===== src/rtl/gie_pkg.sv =====
// shared constants for the gf2m inverse core and its checker
// depends on nothing
package gie_pkg;

	// default field degree and modulus after reset (x^10 + x^3 + 1)
	localparam int FIELD_DEGREE_DEF = 10;
	localparam int MODULUS_RESET    = 1033;

endpackage


===== src/rtl/gf2m_inverse_ext_euclid_core.sv =====
// gf2m inverse core: multiplicative inverse in GF(2^m) by extended euclid
// depends on gie_pkg for default parameter values
//
// Takes one field element on start (accepted when start is high and busy is
// low) and later shows its inverse on inverse, marked by done, which is high
// for exactly one cycle. There is no back-pressure on the result side: the
// receiver must take inverse in the cycle done is high. busy goes high in the
// cycle after a request is accepted and drops in the cycle done is shown; a new
// request may be accepted in the done cycle itself. One request runs as a
// series of steps of a single shift-and-xor unit: each step either cancels the
// leading term of the running remainder (and updates the bezout coefficient
// with the same shift) or swaps the remainder pair at the end of a division
// round. A zero element finishes on the first step and returns zero.
// The modulus polynomial is written over the cfg_valid/cfg_ready channel and
// is accepted only while busy is low. With a reducible modulus the result is
// the bezout coefficient of the gcd, returned without any flag.
module gf2m_inverse_ext_euclid_core #(
	parameter int FIELD_DEGREE = gie_pkg::FIELD_DEGREE_DEF
) (
	input  logic                    clk,
	input  logic                    arst_n,
	// request side
	input  logic                    start,
	input  logic [FIELD_DEGREE-1:0] element,
	output logic                    busy,
	// result side
	output logic                    done,
	output logic [FIELD_DEGREE-1:0] inverse,
	// modulus register write channel
	input  logic                    cfg_valid,
	output logic                    cfg_ready,
	input  logic [FIELD_DEGREE:0]   modulus_poly
);

	// all polynomials fit in degree FIELD_DEGREE
	localparam int W  = FIELD_DEGREE + 1;
	localparam int DW = $clog2(W);
	localparam logic [W-1:0] MOD_RST = W'(gie_pkg::MODULUS_RESET);

	// sequencer codes
	localparam logic ST_IDLE = 1'b0;
	localparam logic ST_RUN  = 1'b1;

	// leading-term position of a nonzero polynomial
	function automatic logic [DW-1:0] poly_deg(input logic [W-1:0] p);
		logic [DW-1:0] d;
		d = '0;
		for (int i = 0; i < W; i++) begin
			if (p[i]) begin
				d = DW'(i);
			end
		end
		return d;
	endfunction

	logic           state_q;
	logic [W-1:0]   modulus_q;
	// rp_q: dividend being reduced, rc_q: divisor of the current round
	logic [W-1:0]   rp_q, rc_q;
	// bezout coefficients paired with rp_q and rc_q
	logic [W-1:0]   tp_q, tc_q;
	logic           done_q;
	logic [FIELD_DEGREE-1:0] inverse_q;

	logic [DW-1:0]  deg_p, deg_c, shamt;
	logic           do_reduce;
	logic [W-1:0]   rp_red, tp_red;

	assign busy      = (state_q == ST_RUN);
	assign cfg_ready = (state_q == ST_IDLE);
	assign done      = done_q;
	assign inverse   = inverse_q;

	// the shared shift-and-xor unit
	always_comb begin
		deg_p     = poly_deg(rp_q);
		deg_c     = poly_deg(rc_q);
		// division round continues while rp still reaches the divisor degree
		do_reduce = (rp_q != '0) && (deg_p >= deg_c);
		shamt     = deg_p - deg_c;
		rp_red    = rp_q ^ (rc_q << shamt);
		tp_red    = tp_q ^ (tc_q << shamt);
	end

	// modulus register
	always_ff @(posedge clk or negedge arst_n) begin
		if (!arst_n) begin
			modulus_q <= MOD_RST;
		end else if (cfg_valid && cfg_ready) begin
			modulus_q <= modulus_poly;
		end
	end

	// sequencer and control
	always_ff @(posedge clk or negedge arst_n) begin
		if (!arst_n) begin
			state_q <= ST_IDLE;
			done_q  <= 1'b0;
		end else begin
			done_q <= 1'b0;
			case (state_q)
				ST_IDLE: begin
					if (start) begin
						state_q <= ST_RUN;
					end
				end
				ST_RUN: begin
					// finish when the divisor is zero or the round leaves zero
					if (rc_q == '0) begin
						state_q <= ST_IDLE;
						done_q  <= 1'b1;
					end else if (!do_reduce && (rp_q == '0)) begin
						state_q <= ST_IDLE;
						done_q  <= 1'b1;
					end
				end
				default: begin
					state_q <= ST_IDLE;
				end
			endcase
		end
	end

	// datapath registers, no reset needed
	always_ff @(posedge clk) begin
		case (state_q)
			ST_IDLE: begin
				if (start) begin
					rp_q <= modulus_q;
					rc_q <= W'(element);
					tp_q <= '0;
					tc_q <= W'(1);
				end
			end
			ST_RUN: begin
				if (rc_q == '0) begin
					// zero element: nothing to invert
					inverse_q <= tp_q[FIELD_DEGREE-1:0];
				end else if (do_reduce) begin
					rp_q <= rp_red;
					tp_q <= tp_red;
				end else begin
					// round done: remainder becomes the next divisor
					rp_q <= rc_q;
					rc_q <= rp_q;
					tp_q <= tc_q;
					tc_q <= tp_q;
					inverse_q <= tc_q[FIELD_DEGREE-1:0];
				end
			end
			default: begin
				rp_q <= rp_q;
			end
		endcase
	end

endmodule


===== config.mk =====
export PLATFORM = sky130hd
export DESIGN_NAME = gf2m_inverse_ext_euclid_core
export DESIGN_NICKNAME = d
export VERILOG_FILES = /design/src/rtl/gie_pkg.sv /design/src/rtl/gf2m_inverse_ext_euclid_core.sv
export SDC_FILE = /design/constraint.sdc
export NUM_CORES = 1
export LEC_CHECK = 0
export ABC_AREA = 1
export BUFFER_PORTS_ARGS = -buffer_cell sky130_fd_sc_hd__buf_2
export CAP_MARGIN = 10
export CELL_PAD_IN_SITES_DETAIL_PLACEMENT = 1
export CELL_PAD_IN_SITES_GLOBAL_PLACEMENT = 2
export CORE_ASPECT_RATIO = 1.25
export CORE_MARGIN = 2
export CORE_UTILIZATION = 35
export DETAILED_ROUTE_END_ITERATION = 8
export PLACE_DENSITY = 0.83
export SETUP_SLACK_MARGIN = 0.5
export SKIP_LAST_GASP = 1
export SYNTH_ARGS = -nofsm -noshare
export SYNTH_HDL_FRONTEND = slang
export SYNTH_SLANG_ARGS = --single-unit

===== constraint.sdc =====
create_clock -name clk -period 4.6 [get_ports clk]
set_input_delay 0.23 -clock clk [delete_from_list [all_inputs] [get_ports clk]]
set_output_delay 0.23 -clock clk [all_outputs]
set_load 0.02 [all_outputs]

Word-level counts from Yosys, hierarchy flattened
Cells that the tools add are included.

word-level totals
  word-level logic and storage cells = 74
  input port bits = 25
  output and inout port bits = 13
  register bits = 67

cells by class
  bitwise gates (word level) = 3
  $add $sub $neg = 1
  multiplexer cells = 45
  order comparisons = 1
  reduce and logical (&&, ||, !) cells = 10
  shift operators = 2
  eq/ne operators = 4

operators by type and width
  cell                count
  $mux 11             12
  $pmux 11 s2         4
  $mux 4              15
  $logic_not 11->1    2
  $shl 11x4->11       2
  $xor 11x11->11      2
  $mux 10             2
  $reduce_bool 11->1  1
  $mux 1              8
  $ne 2x2->1 const B  3
  $ge 4x4->1          1
  $mux 2              2
  $reduce_and 2->1    2
  $sub 4x4->4         1
  $logic_and 1x1->1   3
  $mux 3              1
  $reduce_and 3->1    1
  $ne 2x1->1 const B  1
  $pmux 1 s2          1
  $logic_not 1->1     1
  $not 1->1           1

Longest topological paths before layout
Gate-level depths: netlist of run 1.

  depth in word-level cells = 17
  gate-level depth with buffers = 22
  gate-level depth less buffers = 20

Least setup slack after synthesis of run 1
No wires, ideal clock.

  path kind = reg-to-reg
  start = register rc_q[2]
  end = register rc_q[0] (enable)
  required time = 4.172 ns
  arrival time = 3.722 ns
  setup slack = 0.450 ns
  cell stages (with the launch flop) = 15
  setup time = 0.428 ns
  path buffers = 1
  clock period less this slack = 4.150 ns
  cell sequence = edfxtp_1 > o21ai_0 > a21oi_1 > o21ai_0 > nand2_1 > a21oi_1 > ha_1 > inv_1 > fa_1 > nand3_1 > nand3_1 > nand2_2 > inv_2 > buf_2 > o21ai_0

on the way
  longest elaborated chain between the ends = 13
  elaborated cells on any way between the ends = 15
  those cells by class = order compare (1); eq/ne (2); mux (9); reduce/logical (3)

ends and longest elaborated chain
  what                          line                                 RTL
  start: declaration            gf2m_inverse_ext_euclid_core.sv:59   logic [W-1:0] rp_q, rc_q;
  start signal: assignment      gf2m_inverse_ext_euclid_core.sv:130  rc_q <= W'(element);
  start signal: assignment      gf2m_inverse_ext_euclid_core.sv:145  rc_q <= rp_q;
  $mux 4 (9 in a row)           gf2m_inverse_ext_euclid_core.sv:49   if (p[i]) begin
  $ge 4x4->1                    gf2m_inverse_ext_euclid_core.sv:79   do_reduce = (rp_q != '0) && (deg_p >= deg_c);
  $logic_and 1x1->1             gf2m_inverse_ext_euclid_core.sv:79
  $ne 2x2->1 (no line)          n/a
  $reduce_and 3->1 (no line) *  n/a

Mark *: on every way between the ends. The rest lies on a longest branch, timed or not.
A chain may end at the register's enable or synchronous reset.

Worst setup path after layout of run 1
  start = register rc_q[2]
  end = register inverse_q[2], in the netlist inverse[2] (enable)

on the way
  longest elaborated chain between the ends = 13
  elaborated cells on any way between the ends = 14
  those cells by class = order compare (1); eq/ne (1); mux (9); reduce/logical (3)

ends and longest elaborated chain
  what                          line                                 RTL
  $mux 4 (9 in a row)           gf2m_inverse_ext_euclid_core.sv:49
  $ge 4x4->1                    gf2m_inverse_ext_euclid_core.sv:79
  $logic_and 1x1->1             gf2m_inverse_ext_euclid_core.sv:79
  $ne 2x1->1 (no line) *        n/a
  $reduce_and 2->1 (no line) *  n/a
  end signal: assignment        gf2m_inverse_ext_euclid_core.sv:138  inverse_q <= tp_q[FIELD_DEGREE-1:0];
  end signal: assignment        gf2m_inverse_ext_euclid_core.sv:148  inverse_q <= tc_q[FIELD_DEGREE-1:0];
  end: declaration              gf2m_inverse_ext_euclid_core.sv:63   logic [FIELD_DEGREE-1:0] inverse_q;

Marks and branches as above.

==> impl_metrics.tcl, run 1 <==
set metrics [dict create \
    drt-vias-per-instance 5.09 \
    synth_area_leader_cell "edfxtp_1" \
    fp.coreArea_sq_mm 0.0120 \
    synth_enable_flop_cells 52 \
    overflow 0 \
    synth_area_per_cell_sq_um 7.62 \
    antenna_cells 0 \
    clk_latency_ns 0.33 \
    ys.flop_type "edfxtp_1" \
    syn_inst 565 \
    syn2layout_area_growth_pct 13.1 \
    grt_pass1_vias 4137 \
    min_to "modulus_q[9]$_DFFE_PN0P_" \
    synth_xor_area_share_pct 0.785 \
    worstHoldStart "modulus_poly[9]" \
    die_w_microns 103 \
    clockBufferDepth 2 \
    max-cap-violations 0 \
    setup_tns_ns 0 \
    fmax_mhz 268 \
    drtIter0Drc 125 \
    synth_mux_area_share_pct 2.88 \
    worst_path_max_delay_cell "a21oi_1" \
    setup_viol 0 \
    core.rowCount 45 \
    drcViolationCount 0 \
    netlist_area_sq_mm 0.00430 \
    register_area_sq_mm 0.00189 \
    ant_nets 0 \
    cts_root_buf "clkbuf_16" \
    synth_top_area_share_pct 36.3 \
    slew_viol_final 0 \
    ys_ff_latch 65 \
    period_needed_ns 3.73 \
    reg2reg_to "inverse[2]$_DFFE_PP_" \
    pin_count 38 \
    yosys.area_share.simple_pct 32.7 \
    drt_first_pass_iters 4 \
    dieArea_sq_mm 0.0132 \
    reg2reg_from "rc_q[2]$_DFFE_PP_" \
    tightest_slew_ns 1.15 \
    synth_top_family_by_area "simple AND/OR/NAND/NOR gates" \
    antenna_found_initial 0 \
    outcome "finished, final reports clean" \
    cts_inserted_buffers 9 \
    grt_use_total_pct 21.5 \
    cp-start-kind "flop" \
    crit_chain "o21ai_0 -> a21oi_1 -> o21ai_0 -> nand2_1 -> a21oi_1 -> ha_1 -> inv_1 -> fa_1 -> nand3_1 -> nand3_1 -> nand2_2 -> inv_2 -> a21oi_1" \
    worstPathArrival_ns 3.67 \
    die_y_microns 128 \
    via_count 3881 \
    criticalPathCategory "reg -> reg" \
    yosys.cell_types.count 37 \
    cts_setup_buffers 0 \
    htreeDepth 3 \
    synth-async-reset-ratio_pct 20.0 \
    start_util_pct 35.7 \
    cp_common_cell "a21oi_1" \
    min_period_over_period_pct 81.1 \
    grt_pass1_wl_microns 21400 \
    required_ns 4.54 \
    drive_gt1_share_pct 15.6 \
    dp_cells 745 \
    cts.sinks 65 \
    yosysWarnings 0 \
    max_slew_margin_pct 23.1 \
    ys_seq_area_share_pct 43.9 \
    wire_per_inst_microns 17.4 \
    hpwlAfterDp_microns 9720 \
    holdCritPathClass "in -> reg" \
    port_buffers 37 \
    fillCellCount 1535 \
    whs_path_depth 2 \
    synth_compound_area_share_pct 8.37 \
    instances_no_fill 762 \
    clk_pin_slew_ns 0.06 \
    crit_buf_inv 2 \
    cp-end-kind "flop" \
    rsz0062_at_grt "false" \
    path_max_fanout 13 \
    synth_most_common_cell "nand2_1" \
    max_stage_delay_ns 0.90 \
    finalHoldViolCount 0 \
    ys_top_cells_by_area "edfxtp_1 36%, nand2_1 16%, nand3_1 9.5%" \
    final_nets 623 \
    synth_common_cells "184 x nand2_1, 82 x nand3_1, 57 x inv_1, 52 x edfxtp_1, 34 x nor2_1" \
    skew_ns 0.00881 \
    r2r.worst_path.cells 13 \
    cp_top_family "compound AO/OA/AOI/OAI gates" \
    cts_tree "yes" \
    multi_input_area_sq_mm 0.00200 \
    rrSetupSlack_ns 0.87 \
    synth_adder_area_share_pct 1.63 \
    gp_congestion 0.878 \
    grt_max_degree 46 \
    syn_nets 595 \
    drt-total-wl_microns 13300 \
]
## per-stage QoR
step                setup WS (ns)  util (%)  hold WS (ns)  instance area [sq um]
finish                      0.871      40.4         0.130                   4860
global route                0.558      40.4         0.127                   4860
CTS                         0.815      40.4         0.122                   4860
detailed placement          0.840      37.9         0.130                   4570
global placement            0.886      37.9         0.128                   4570
floorplan                    1.02         -       -0.0656                   4300
## worst max-delay path by stage
stage / slack [ns] / cells after the start / endpoint / start
6_report: 0.87 / 13 / inverse[2]$_DFFE_PP_ / rc_q[2]$_DFFE_PP_
5_1_grt: 0.56 / 13 / inverse[2]$_DFFE_PP_ / rc_q[2]$_DFFE_PP_
4_1_cts: 0.82 / 13 / inverse[2]$_DFFE_PP_ / rc_q[2]$_DFFE_PP_
3_5_place_dp: 0.84 / 13 / inverse[5]$_DFFE_PP_ / rc_q[2]$_DFFE_PP_
3_3_place_gp: 0.89 / 13 / inverse[5]$_DFFE_PP_ / rc_q[2]$_DFFE_PP_
2_1_floorplan: 1.02 / 14 / rc_q[0]$_DFFE_PP_ / rc_q[2]$_DFFE_PP_
## timing repair
item | CTS | global route
resized for setup | 0 | 0
hold buffers | 1 | 0
hold endpoints to repair | 10 | 0
## metal layers
layer / routed length, microns / up-vias / track usage (%)
met1: 5590 / 1876 / 24.3
li1: - / 1925 / -
met4: 447 / 0 / 9.52
met2: 7040 / 54 / 39.2
met5: 0 / - / 0
met3: 205 / 26 / 3.11
## cell usage in the layout (no fill, tap or decap), types with 9 or more instances in the layout
master,count
mux2_2,11
clkbuf_16,9
nand2_1,184
edfxtp_1,52
inv_1,57
o21ai_1,14
dfrtp_1,10
nand3_1,82
o21ai_0,26
buf_2,37
a21oi_1,18
nor2_1,34
## kinds of logic (layout without fill, tap and decap cells)
group           after synthesis  count (layout)
fa+ha+maj                     5               5
buf+inv                      90             123
simple gates                324             324
mux                          11              11
flops                        65              65
compound gates               67              67
xor+xnor                      3               3
## worst reg2reg max path: cells and delay by family, from the launching register on
family / cells / cell delay (ns)
adders and majority gates: 2 / 0.70
DFF: 1 / 0.44
AOI/OAI and AO/OA: 5 / 1.53
buffers and inverters: 2 / 0.15
and+or+nand+nor: 4 / 0.51
## flip-flops by register name, summed over array words and instances, names as in the netlist
| register | cells |
|---|---|
| rp_q | 11 |
| done | 1 |
| busy | 1 |
| rc_q | 11 |
| tp_q | 10 |
| inverse | 10 |
| tc_q | 10 |
| modulus_q | 11 |
## final cells by class
cell class | count | area share (%)
multi-input combinational | 410 | 41.1
inverter | 61 | 4.71
tap | 164 | 4.22
sequential | 65 | 38.9
clock inverter | 2 | 0.257
timing repair buffer | 46 | 5.25
clock buffer | 14 | 5.63
Power of run 1 is left out: the tool's default activity adds up to more than one toggle a clock period on the data nets, which glitch-free logic cannot reach.
==> inputs of run 2 (changes only) <==
--- a/config.mk
+++ b/config.mk
@@ -5,16 +5,16 @@
 export SDC_FILE = /design/constraint.sdc
 export NUM_CORES = 1
 export LEC_CHECK = 0
-export ABC_AREA = 1
+export ABC_AREA = 0
 export BUFFER_PORTS_ARGS = -buffer_cell sky130_fd_sc_hd__buf_2
 export CAP_MARGIN = 10
 export CELL_PAD_IN_SITES_DETAIL_PLACEMENT = 1
 export CELL_PAD_IN_SITES_GLOBAL_PLACEMENT = 2
 export CORE_ASPECT_RATIO = 1.25
 export CORE_MARGIN = 2
-export CORE_UTILIZATION = 35
+export CORE_UTILIZATION = 39
 export DETAILED_ROUTE_END_ITERATION = 8
-export PLACE_DENSITY = 0.83
+export PLACE_DENSITY = 0.82
 export SETUP_SLACK_MARGIN = 0.5
 export SKIP_LAST_GASP = 1
 export SYNTH_ARGS = -nofsm -noshare
==> constraint.sdc (replaced) <==
create_clock -name clk -period 3.8 [get_ports clk]
set_input_delay 0.19 -clock clk [delete_from_list [all_inputs] [get_ports clk]]
set_output_delay 0.19 -clock clk [all_outputs]
set_load 0.02 [all_outputs]
==> run 2 against run 1 <==
Fmax up 6.6%. Worst setup slack worse by 0.57 ns. Sequential cell count unchanged. Area after synthesis down 4.7%. Die area down 14%. Critical endpoint is now tp_q[9]$_SDFFCE_PN0P_.
==> impl_metrics.tcl, run 2 <==
set metrics [dict create \
    outcome "finished, final reports clean" \
    tightest_slew_ns 1.08 \
    htreeDepth 3 \
    max_slew_margin_pct 28.0 \
    required_ns 4.01 \
    cts_tree "yes" \
    grt_pass1_vias 3699 \
    antenna_found_initial 0 \
    synth_top_family_by_area "multiplexers" \
    ys_seq_area_share_pct 46.1 \
    final_core_util_pct 53.4 \
    ant_nets 0 \
    overflow 0 \
    drtIter0Drc 94 \
    min_to "modulus_q[2]$_DFFE_PN0P_" \
    drt-total-wl_microns 13200 \
    fp.coreArea_sq_mm 0.0102 \
    criticalPathCategory "reg -> reg" \
    clk_pin_slew_ns 0.06 \
    final_nets 483 \
    syn_nets 412 \
    syn_inst 382 \
    pin_count 38 \
    synth_enable_flop_cells 52 \
    grt_max_degree 30 \
    gp_congestion 0.897 \
    drt_first_pass_iters 4 \
    synth_top_area_share_pct 38.1 \
    clockBufferDepth 2 \
    synth_compound_area_share_pct 13.0 \
    grt_use_total_pct 22.5 \
    ys_top_cells_by_area "edfxtp_1 38%, mux2_2 7.7%, dfrtp_1 6.1%" \
    cp-end-kind "flop" \
    netlist_area_sq_mm 0.00410 \
    reg2reg_to "tp_q[9]$_SDFFCE_PN0P_" \
    yosys.cell_types.count 50 \
    setup_viol 0 \
    synth_area_leader_cell "edfxtp_1" \
    rrSetupSlack_ns 0.30 \
    via_count 3461 \
    worstPathArrival_ns 3.71 \
    slew_viol_final 0 \
    yosys.area_share.simple_pct 14.2 \
    reg2reg_from "rc_q[2]$_DFFE_PP_" \
    r2r.worst_path.cells 14 \
    rsz0062_at_grt "true" \
    cts_inserted_buffers 9 \
    ys_ff_latch 65 \
    dieArea_sq_mm 0.0114 \
    ys.flop_type "edfxtp_1" \
    synth_area_per_cell_sq_um 10.7 \
    drcViolationCount 0 \
    drive_gt1_share_pct 41.7 \
    synth_xor_area_share_pct 2.78 \
    synth_common_cells "52 x edfxtp_1, 33 x a21oi_1, 29 x nand2_1, 28 x mux2_2, 26 x o21ai_0" \
    synth-async-reset-ratio_pct 20.0 \
    die_w_microns 95.7 \
    worstHoldStart "modulus_poly[2]" \
    whs_path_depth 3 \
    synth_most_common_cell "edfxtp_1" \
    cts_root_buf "clkbuf_16" \
    min_period_over_period_pct 92.1 \
    finalHoldViolCount 0 \
    clk_latency_ns 0.34 \
    start_util_pct 40.4 \
    synth_adder_area_share_pct 1.71 \
    port_buffers 37 \
    period_needed_ns 3.50 \
    cts.sinks 65 \
    die_y_microns 119 \
    hpwlAfterDp_microns 8100 \
    top_regs "modulus_q (11), rc_q (11), rp_q (11)" \
    antenna_cells 0 \
    synth_mux_area_share_pct 18.2 \
    path_max_fanout 14 \
    setup_tns_ns 0 \
    syn2layout_area_growth_pct 32.3 \
    wire_per_inst_microns 22.5 \
    max-cap-violations 0 \
    yosysWarnings 0 \
    grt_pass1_wl_microns 19500 \
    fmax_mhz 286 \
    layout_common_cells "52 x edfxtp_1, 37 x buf_2, 32 x buf_4, 28 x mux2_2, 24 x nand2_1" \
    core.rowCount 41 \
    holdCritPathClass "in -> reg" \
    drt-vias-per-instance 5.90 \
    final_common_cell "edfxtp_1" \
    cp-start-kind "flop" \
    skew_ns 0.00653 \
]
run 2: cell types whose count changed after synthesis, sizes merged, moves of 17 or more:
| cell | delta |
|---|---|
| nand2 | -160 |
| nand3 | -78 |
| inv | -51 |
| mux2i | +23 |
| mux2 | +17 |
| nor2 | -17 |
run 2: worst max-delay path by stage:
stage	startpoint	endpoint	slack [ns]	depth (start not counted)
6_report	rc_q[2]$_DFFE_PP_	tp_q[9]$_SDFFCE_PN0P_	0.30	14
3_5_place_dp	rp_q[2]$_DFFE_PP_	tp_q[9]$_SDFFCE_PN0P_	0.21	16
5_1_grt	rc_q[2]$_DFFE_PP_	tp_q[9]$_SDFFCE_PN0P_	0.16	13
3_3_place_gp	rp_q[2]$_DFFE_PP_	tp_q[9]$_SDFFCE_PN0P_	0.31	16
2_1_floorplan	rc_q[2]$_DFFE_PP_	rp_q[10]$_DFFE_PP_	0.53	16
4_1_cts	rc_q[2]$_DFFE_PP_	tp_q[9]$_SDFFCE_PN0P_	0.34	14
run 2: area by class of cell:
class	instances	area (sq um)
tap	129	161
fill	1068	4730
sequential	65	1890
clock inverter	7	109
clock buffer	9	225
multi-input combinational	280	2290
timing repair buffer	86	707
inverter	11	41.3
run 2: logic make-up after synthesis:
group | Yosys count
AOI/OAI and AO/OA | 87
and+or+nand+nor | 115
DFF | 65
xor gates and xnor gates | 13
buffers and inverters | 37
adders and majority gates | 5
muxes | 60
run 2: timing repair:
action / 4_1_cts / 5_1_grt
resized for setup: 17 / 54
cloned: 1 / 2
pin swaps: 14 / 24
hold buffers: 1 / 0
setup buffers: 9 / 19
endpoints found under the hold margin: 10 / 0
endpoints found under the setup margin: 42 / 42
run 2: worst max-delay path, cell delays in order, from the launching register on:
cell and delay [ns]:
edfxtp_1 0.39, nand2b_4 0.15, a21oi_2 0.11, o21bai_1 0.09
a21oi_2 0.19, nor2_1 0.06, nor2_1 0.12, ha_2 0.20
inv_2 0.04, fa_2 0.46, bufbuf_16 0.31, or2_2 0.34
or4_4 0.46, a2111oi_4 0.29, a311o_1 0.16
run 2: stage by stage:
stage / hold slack, ns / setup WS [ns] / instance area, sq um / instances
2_1_floorplan: -0.106 / 0.528 / 4120 / 382
3_3_place_gp: 0.106 / 0.305 / 4520 / 539
3_5_place_dp: 0.109 / 0.207 / 4520 / 539
4_1_cts: 0.0562 / 0.340 / 5010 / 566
5_1_grt: 0.0891 / 0.155 / 5430 / 587
6_report: 0.0570 / 0.300 / 5430 / 587
run 2: metal layers:
| layer | routed length, microns | vias up | GRT usage [%] | share of wire, % |
|---|---|---|---|---|
| met2 | 7180 | 81 | 39.5 | 54 |
| met5 | 0 | - | 0 | 0 |
| met1 | 5110 | 1776 | 26.6 | 39 |
| li1 | - | 1571 | - | - |
| met4 | 500 | 0 | 10.5 | 3.8 |
| met3 | 395 | 33 | 3.00 | 3.0 |
Power of run 2 is left out for the same reason.
